**src/rtl/sbsa_pkg.sv**
```systemverilog
`default_nettype none

package sbsa_pkg;

   // Sizing of the bucket space, the slot pool and the tags held per slot.
   localparam int BUCKETS       = 1024;
   localparam int SLOTS         = 256;
   localparam int TAGS_PER_SLOT = 4;
   localparam int TAG_BITS      = 16;

   // Fixed field widths of the request and response channels.
   localparam int KIND_W     = 3;
   localparam int BUCKET_W   = 16;
   localparam int POS_W      = 2;
   localparam int VALUE_W    = 16;
   localparam int RSP_SLOT_W = 9;
   localparam int TOTAL_W    = 11;

   // Derived widths.
   localparam int MAP_W       = (BUCKETS > 1) ? $clog2(BUCKETS) : 1;
   localparam int SLOT_W      = (SLOTS > 1) ? $clog2(SLOTS) : 1;
   localparam int LEVEL_W     = $clog2(SLOTS + 1);
   localparam int ITEM_MAX    = SLOTS * TAGS_PER_SLOT;
   localparam int COUNT_W     = $clog2(ITEM_MAX + 1);
   localparam int TAG_IDX_W   = (TAGS_PER_SLOT > 1) ? $clog2(TAGS_PER_SLOT) : 1;
   localparam int NZ_W        = $clog2(TAGS_PER_SLOT + 1);
   localparam int CLEAR_COUNT = (BUCKETS > SLOTS) ? BUCKETS : SLOTS;
   localparam int CLR_W       = (CLEAR_COUNT > 1) ? $clog2(CLEAR_COUNT) : 1;

   // Request operation codes.
   typedef enum logic [KIND_W-1:0] {
      KIND_LOOKUP    = 3'd0,
      KIND_ACQUIRE   = 3'd1,
      KIND_RELEASE   = 3'd2,
      KIND_CLEAR     = 3'd3,
      KIND_WRITE_TAG = 3'd4
   } kind_type;

   // Controller states.
   typedef enum logic [1:0] {
      ST_CLEAR,
      ST_IDLE,
      ST_MAP,
      ST_TAG
   } state_type;

   // One entry of the bucket map.
   typedef struct packed {
      logic              valid;
      logic [SLOT_W-1:0] slot;
   } map_entry_type;

   // All tags of one slot, stored as one memory row.
   typedef logic [TAGS_PER_SLOT-1:0][TAG_BITS-1:0] row_type;

   // Commands from the controller to the datapath.
   typedef struct packed {
      logic clear_step;
      logic accept;
      logic tag_read;
      logic commit;
   } ctrl_cmd_type;

   // Status from the datapath to the controller.
   typedef struct packed {
      logic clear_last;
   } dp_status_type;

endpackage

`default_nettype wire

```
**src/rtl/sbsa_ctrl.sv**
```systemverilog
`default_nettype none

module sbsa_ctrl import sbsa_pkg::*; (
   input  wire logic          clock,
   input  wire logic          reset,
   input  wire logic          req_valid,
   output logic               req_ready,
   output logic               rsp_valid,
   input  wire logic          rsp_ready,
   input  wire dp_status_type status,
   output ctrl_cmd_type       cmd
);

   state_type state_ff, state_in;
   logic      rsp_valid_ff, rsp_valid_in;
   logic      out_free;

   // The output register can be loaded when it is empty or being drained.
   assign out_free = !rsp_valid_ff || rsp_ready;

   // Next state.
   always_comb begin
      state_in = state_ff;
      case (state_ff)
         ST_CLEAR: begin
            if (status.clear_last) state_in = ST_IDLE;
         end
         ST_IDLE: begin
            if (req_valid) state_in = ST_MAP;
         end
         ST_MAP: begin
            state_in = ST_TAG;
         end
         ST_TAG: begin
            if (out_free) state_in = ST_IDLE;
         end
         default: begin
            state_in = ST_CLEAR;
         end
      endcase
   end

   // Commands and handshake outputs.
   always_comb begin
      cmd        = '0;
      req_ready  = 1'b0;
      case (state_ff)
         ST_CLEAR: begin
            cmd.clear_step = 1'b1;
         end
         ST_IDLE: begin
            req_ready  = 1'b1;
            cmd.accept = req_valid;
         end
         ST_MAP: begin
            cmd.tag_read = 1'b1;
         end
         ST_TAG: begin
            cmd.commit = out_free;
         end
         default: begin
            cmd = '0;
         end
      endcase
   end

   // A result stays valid until the sink takes it.
   always_comb begin
      if (cmd.commit) begin
         rsp_valid_in = 1'b1;
      end else if (rsp_ready) begin
         rsp_valid_in = 1'b0;
      end else begin
         rsp_valid_in = rsp_valid_ff;
      end
   end

   always_ff @(posedge clock) begin
      if (reset) begin
         state_ff     <= ST_CLEAR;
         rsp_valid_ff <= 1'b0;
      end else begin
         state_ff     <= state_in;
         rsp_valid_ff <= rsp_valid_in;
      end
   end

   assign rsp_valid = rsp_valid_ff;

`ifndef SYNTHESIS
   // An accepted request walks through the map read and the tag read in order.
   assert property (@(posedge clock) disable iff (reset)
      cmd.accept |=> (state_ff == ST_MAP) ##1 (state_ff == ST_TAG))
      else $error("request did not follow the map and tag read sequence");

   // A commit always presents a result in the next cycle.
   assert property (@(posedge clock) disable iff (reset)
      cmd.commit |=> rsp_valid_ff)
      else $error("committed result not presented");

   // A finished operation waits while the previous result is stalled.
   assert property (@(posedge clock) disable iff (reset)
      (state_ff == ST_TAG && rsp_valid_ff && !rsp_ready) |=> (state_ff == ST_TAG))
      else $error("result overwritten while stalled");
`endif

endmodule

`default_nettype wire

```
**config.mk**
```make
export PLATFORM = sky130hd
export DESIGN_NAME = sbsa_ctrl
export DESIGN_NICKNAME = d
export VERILOG_FILES = /design/src/rtl/sbsa_pkg.sv /design/src/rtl/sbsa_ctrl.sv
export SDC_FILE = /design/constraint.sdc
export NUM_CORES = 1
export LEC_CHECK = 0
export ABC_CLOCK_PERIOD_IN_PS = 2100
export BUFFER_PORTS_ARGS = -buffer_cell sky130_fd_sc_hd__buf_2
export CORE_AREA = 2 2 39 41
export CTS_CLUSTER_DIAMETER = 200
export DETAILED_ROUTE_END_ITERATION = 8
export DIE_AREA = 0 0 41 43
export SETUP_SLACK_MARGIN = 0.2
export SYNTH_ARGS = -nofsm -noshare
export SYNTH_HDL_FRONTEND = slang
export SYNTH_SLANG_ARGS = --single-unit
```
**constraint.sdc**
```tcl
create_clock -name clock -period 2.1 [get_ports clock]
set_input_delay 0.21 -clock clock [delete_from_list [all_inputs] [get_ports clock]]
set_output_delay 0.21 -clock clock [all_outputs]
set_load 0.01 [all_outputs]
```
==> report_table.html <==
<table>
<tr><th>Metric</th><th>Value</th></tr>
<tr><th colspan="2">Drt</th></tr>
<tr><td>Initial DRC count</td><td>2</td></tr>
<tr><td>Avg Vias per Cell</td><td>3.57</td></tr>
<tr><td>Length of the first detailed-routing pass in iterations</td><td>4</td></tr>
<tr><td>Post-DRT Antenna Nets</td><td>0</td></tr>
<tr><td>Detailed-route wire length</td><td>417 um</td></tr>
<tr><td>Detail-routed net length per standard cell</td><td>a little under 8 um</td></tr>
<tr><td>Residual DRC count</td><td>0</td></tr>
<tr><td>Total via count after detailed routing</td><td>~190</td></tr>
<tr><th colspan="2">Worst setup path</th></tr>
<tr><td>Element type at the critical path end</td><td>flop</td></tr>
<tr><td>Required @ worst endpoint</td><td>between 2000 and 2500 ps</td></tr>
<tr><td>CP startpoint kind</td><td>flop</td></tr>
<tr><td>Largest driver fanout on the critical path</td><td>4</td></tr>
<tr><td>Worst path arrival time</td><td>1720 ps</td></tr>
<tr><td>Cell Chain, Critical Path</td><td>inv_1 -&gt; ha_1 -&gt; a222oi_1 -&gt; mux2_1</td></tr>
<tr><td>Worst setup path class</td><td>flop to flop</td></tr>
<tr><td>Slowest cell on the critical path</td><td>sky130_fd_sc_hd__a222oi_1</td></tr>
<tr><td>Delay of the slowest cell on the worst path</td><td>450 ps</td></tr>
<tr><th colspan="2">CTS</th></tr>
<tr><td>Post-CTS setup buffer count</td><td>0</td></tr>
<tr><td>Clock Tree Root</td><td>sky130_fd_sc_hd__clkbuf_4</td></tr>
<tr><td>Clock-pin slew on the worst setup and hold paths</td><td>40 ps</td></tr>
<tr><td>H-Tree Level Count</td><td>1</td></tr>
<tr><td>Clock Path Buffers</td><td>2</td></tr>
<tr><td>TritonCTS clock tree</td><td>built</td></tr>
<tr><td>Total of hold buffers inserted after clock tree synthesis</td><td>0</td></tr>
<tr><td>CTS Sinks</td><td>3</td></tr>
<tr><td>Num CTS Buffers</td><td>3</td></tr>
<tr><td>Cells resized by post-CTS repair</td><td>0</td></tr>
<tr><td>Clock latency of the later-clocked register in the worst-skew pair</td><td>between 200 and 250 ps</td></tr>
<tr><th colspan="2">STA</th></tr>
<tr><td>Sum of negative setup slack</td><td>0 ps</td></tr>
<tr><td>Number of setup violations in the final report</td><td>0</td></tr>
<tr><td>Minimum hold slack</td><td>around 200 ps</td></tr>
<tr><td>Final worst-path setup slack</td><td>approximately 500 ps</td></tr>
<tr><td>Max-slew violation count</td><td>0</td></tr>
<tr><td>Final cycle utilization of the critical path</td><td>76.3%</td></tr>
<tr><td>Post-layout minimum cycle time</td><td>approximately 1600 ps</td></tr>
<tr><td>Top achievable clock speed</td><td>between 600 and 700 MHz</td></tr>
<tr><td>Hold Vio Cnt, Final</td><td>0</td></tr>
<tr><td>Post-Route Skew</td><td>between 4 and 5 ps</td></tr>
<tr><td>Worst slew slack as a fraction of its limit</td><td>between 70% and 80%</td></tr>
<tr><td>Setup repair after global routing missed its margin</td><td>false</td></tr>
<tr><td>Slew at the pin with the worst max-slew slack</td><td>448 ps</td></tr>
<tr><th colspan="2">Synth</th></tr>
<tr><td>Synthesized Nets</td><td>35</td></tr>
<tr><td>Average size of a mapped cell</td><td>about 8.9 um^2</td></tr>
<tr><td>Cell area after synthesis</td><td>roughly 220 um^2</td></tr>
<tr><td>Cells after Synth</td><td>25</td></tr>
<tr><td>Warnings from Yosys</td><td>0</td></tr>
<tr><td>Number of synthesized register bits</td><td>3</td></tr>
<tr><td>Portion of the post-synthesis area used by sequential elements</td><td>a little over a quarter</td></tr>
<tr><td>Cell variety after synth</td><td>11</td></tr>
<tr><th colspan="2">Floorplan</th></tr>
<tr><td>Die extent in y</td><td>approximately 43 um</td></tr>
<tr><td>Starting utilization of the core area</td><td>16.1%</td></tr>
<tr><td>Core Area</td><td>between 1000 and 1500 um^2</td></tr>
<tr><td>Row count</td><td>14</td></tr>
<tr><td>Count of pins on the block boundary</td><td>11</td></tr>
<tr><td>Overall die area</td><td>around 1800 um^2</td></tr>
<tr><td>Die X-Extent</td><td>slightly above 40 um</td></tr>
<tr><th colspan="2">Cells and area</th></tr>
<tr><td>Layout overhead on the synthesized area</td><td>39.9%</td></tr>
<tr><td>Post-layout net count</td><td>49</td></tr>
<tr><td>Fraction of layout cells with a size suffix above 1</td><td>around a third</td></tr>
<tr><td>Count of filler cells inserted in the layout</td><td>160</td></tr>
<tr><td>Area used by multi-input combinational logic</td><td>~140 um^2</td></tr>
<tr><td>Inserted Diodes</td><td>0</td></tr>
<tr><td>Area used by sequential logic in the layout</td><td>approximately 60 um^2</td></tr>
<tr><th colspan="2">GRT</th></tr>
<tr><td>Aggregate global-route resource usage</td><td>between 6 and 7%</td></tr>
<tr><td>Initial antenna violation count</td><td>0</td></tr>
<tr><td>Total gr overflow</td><td>0</td></tr>
<tr><td>First-pass GRT wire length</td><td>~630 um</td></tr>
<tr><td>Via count of the first global-routing pass</td><td>176</td></tr>
<tr><td>Largest net degree at the start of global routing</td><td>6</td></tr>
<tr><th colspan="2">Placed design</th></tr>
<tr><td>Hpwl dp</td><td>about 340 um</td></tr>
<tr><td>Pre-CTS WS</td><td>slightly below 500 ps</td></tr>
<tr><td>IO buf count</td><td>10</td></tr>
<tr><td>Routability congestion estimate from global placement</td><td>~0.68</td></tr>
<tr><th colspan="2">Power</th></tr>
<tr><td>Peak supply drop</td><td>roughly 0.16 mV</td></tr>
<tr><td>Leakage power summed over all cells</td><td>approximately 0.17 nW</td></tr>
<tr><td>Pwr dens</td><td>~1100 nW/um^2</td></tr>
<tr><th colspan="2">Run status</th></tr>
<tr><td>Run status</td><td>finished clean</td></tr>
<tr><th colspan="2">Run</th></tr>
<tr><td>Max capacitance violation total</td><td>0</td></tr>
<tr><th colspan="2">Hold path</th></tr>
<tr><td>Path type of the worst min-delay path</td><td>input pin to flop</td></tr>
</table>
[where the power goes]
part           leakage, nW  internal, mW  switching (mW)
clock               0.0150        0.0712          0.0298
combinational        0.132        0.0749          0.0819
sequential          0.0247        0.0748          0.0168
[registers in the layout, summed over array words and instances, names as in the netlist]
register	cells
rsp_valid	1
state_ff	2
[through the flow]
step	utilization (%)	total power, mW	std cells	instance area [um^2]
after floorplan	-	0.206	25	223
after global placement	20.6	0.251	50	285
after CTS	22.5	0.362	54	312
after global routing	22.5	0.389	54	312
after detailed placement	20.6	0.254	50	285
final	22.5	0.349	54	312
[area by class of cell]
class	count	share of cell area [%]
clock buffers	4	8.43
inverters	4	4.82
multi-input cells	17	45.0
flip-flops and latches	3	19.3
well taps	16	6.43
repair buffers	10	16.1
[cells in the mapped netlist]
library cell	count	area share [%]
sky130_fd_sc_hd__nand2b_1	2	5.6
sky130_fd_sc_hd__mux2_1	1	5.1
sky130_fd_sc_hd__inv_1	4	6.7
sky130_fd_sc_hd__a222oi_1	1	4.5
sky130_fd_sc_hd__nor2_1	4	6.7
sky130_fd_sc_hd__dfxtp_1	3	27
sky130_fd_sc_hd__and2_1	1	2.8
sky130_fd_sc_hd__mux2i_1	1	4.5
sky130_fd_sc_hd__buf_4	1	3.4
sky130_fd_sc_hd__nor2b_1	2	5.6
sky130_fd_sc_hd__ha_1	5	28
[placed cells by master, fill, tap and decap left out]
master                     synthesis  final
sky130_fd_sc_hd__ha_1              5      5
sky130_fd_sc_hd__nor2b_1           2      2
sky130_fd_sc_hd__a222oi_1          1      1
sky130_fd_sc_hd__nand2b_1          2      2
sky130_fd_sc_hd__mux2_1            1      1
sky130_fd_sc_hd__nor2_1            4      4
sky130_fd_sc_hd__inv_1             4      4
sky130_fd_sc_hd__clkbuf_4          0      3
sky130_fd_sc_hd__buf_2             0     10
sky130_fd_sc_hd__dfxtp_1           3      3
sky130_fd_sc_hd__mux2i_1           1      1
sky130_fd_sc_hd__and2_1            1      1
sky130_fd_sc_hd__clkbuf_1          0      1
[worst max-delay path, delay by kind of cell, from the launching register on]
kind / cells / cell delay (ps)
AOI/OAI and AO/OA: 1 / 450
DFF: 1 / 370
muxes: 1 / 360
adders and majority gates: 1 / 210
buffers and inverters: 1 / 90
[metal layers]
layer / vias to the layer above / global-route usage (%) / part of all wire, %
met1: 83 / 4.82 / 38
met3: 0 / 5.24 / 14
met5: - / 0 / 0
met2: 8 / 8.13 / 48
met4: 0 / 6.00 / 0
li1: 102 / - / -
[worst paths after layout]
| path | startpoint | endpoint | slack [ps] | cells after the start |
|---|---|---|---|---|
| hold / removal | reset | rsp_valid | 200 | 2 |
| setup / recovery | state_ff[0] | state_ff[0] | 500 | 4 |
| hold reg to reg | state_ff[1] | state_ff[1] | 520 | 2 |
| setup reg to reg | state_ff[0] | state_ff[0] | 500 | 4 |
[kinds of logic after synthesis]
group	Yosys count	share of synthesized area [%]
muxes	2	9.55
adders and majority gates	5	28.1
and+or+nand+nor	9	20.8
DFF	3	27.0
buffers and inverters	5	10.1
AOI/OAI and AO/OA	1	4.49
No activity file was read; power rests on OpenSTA's default activity.
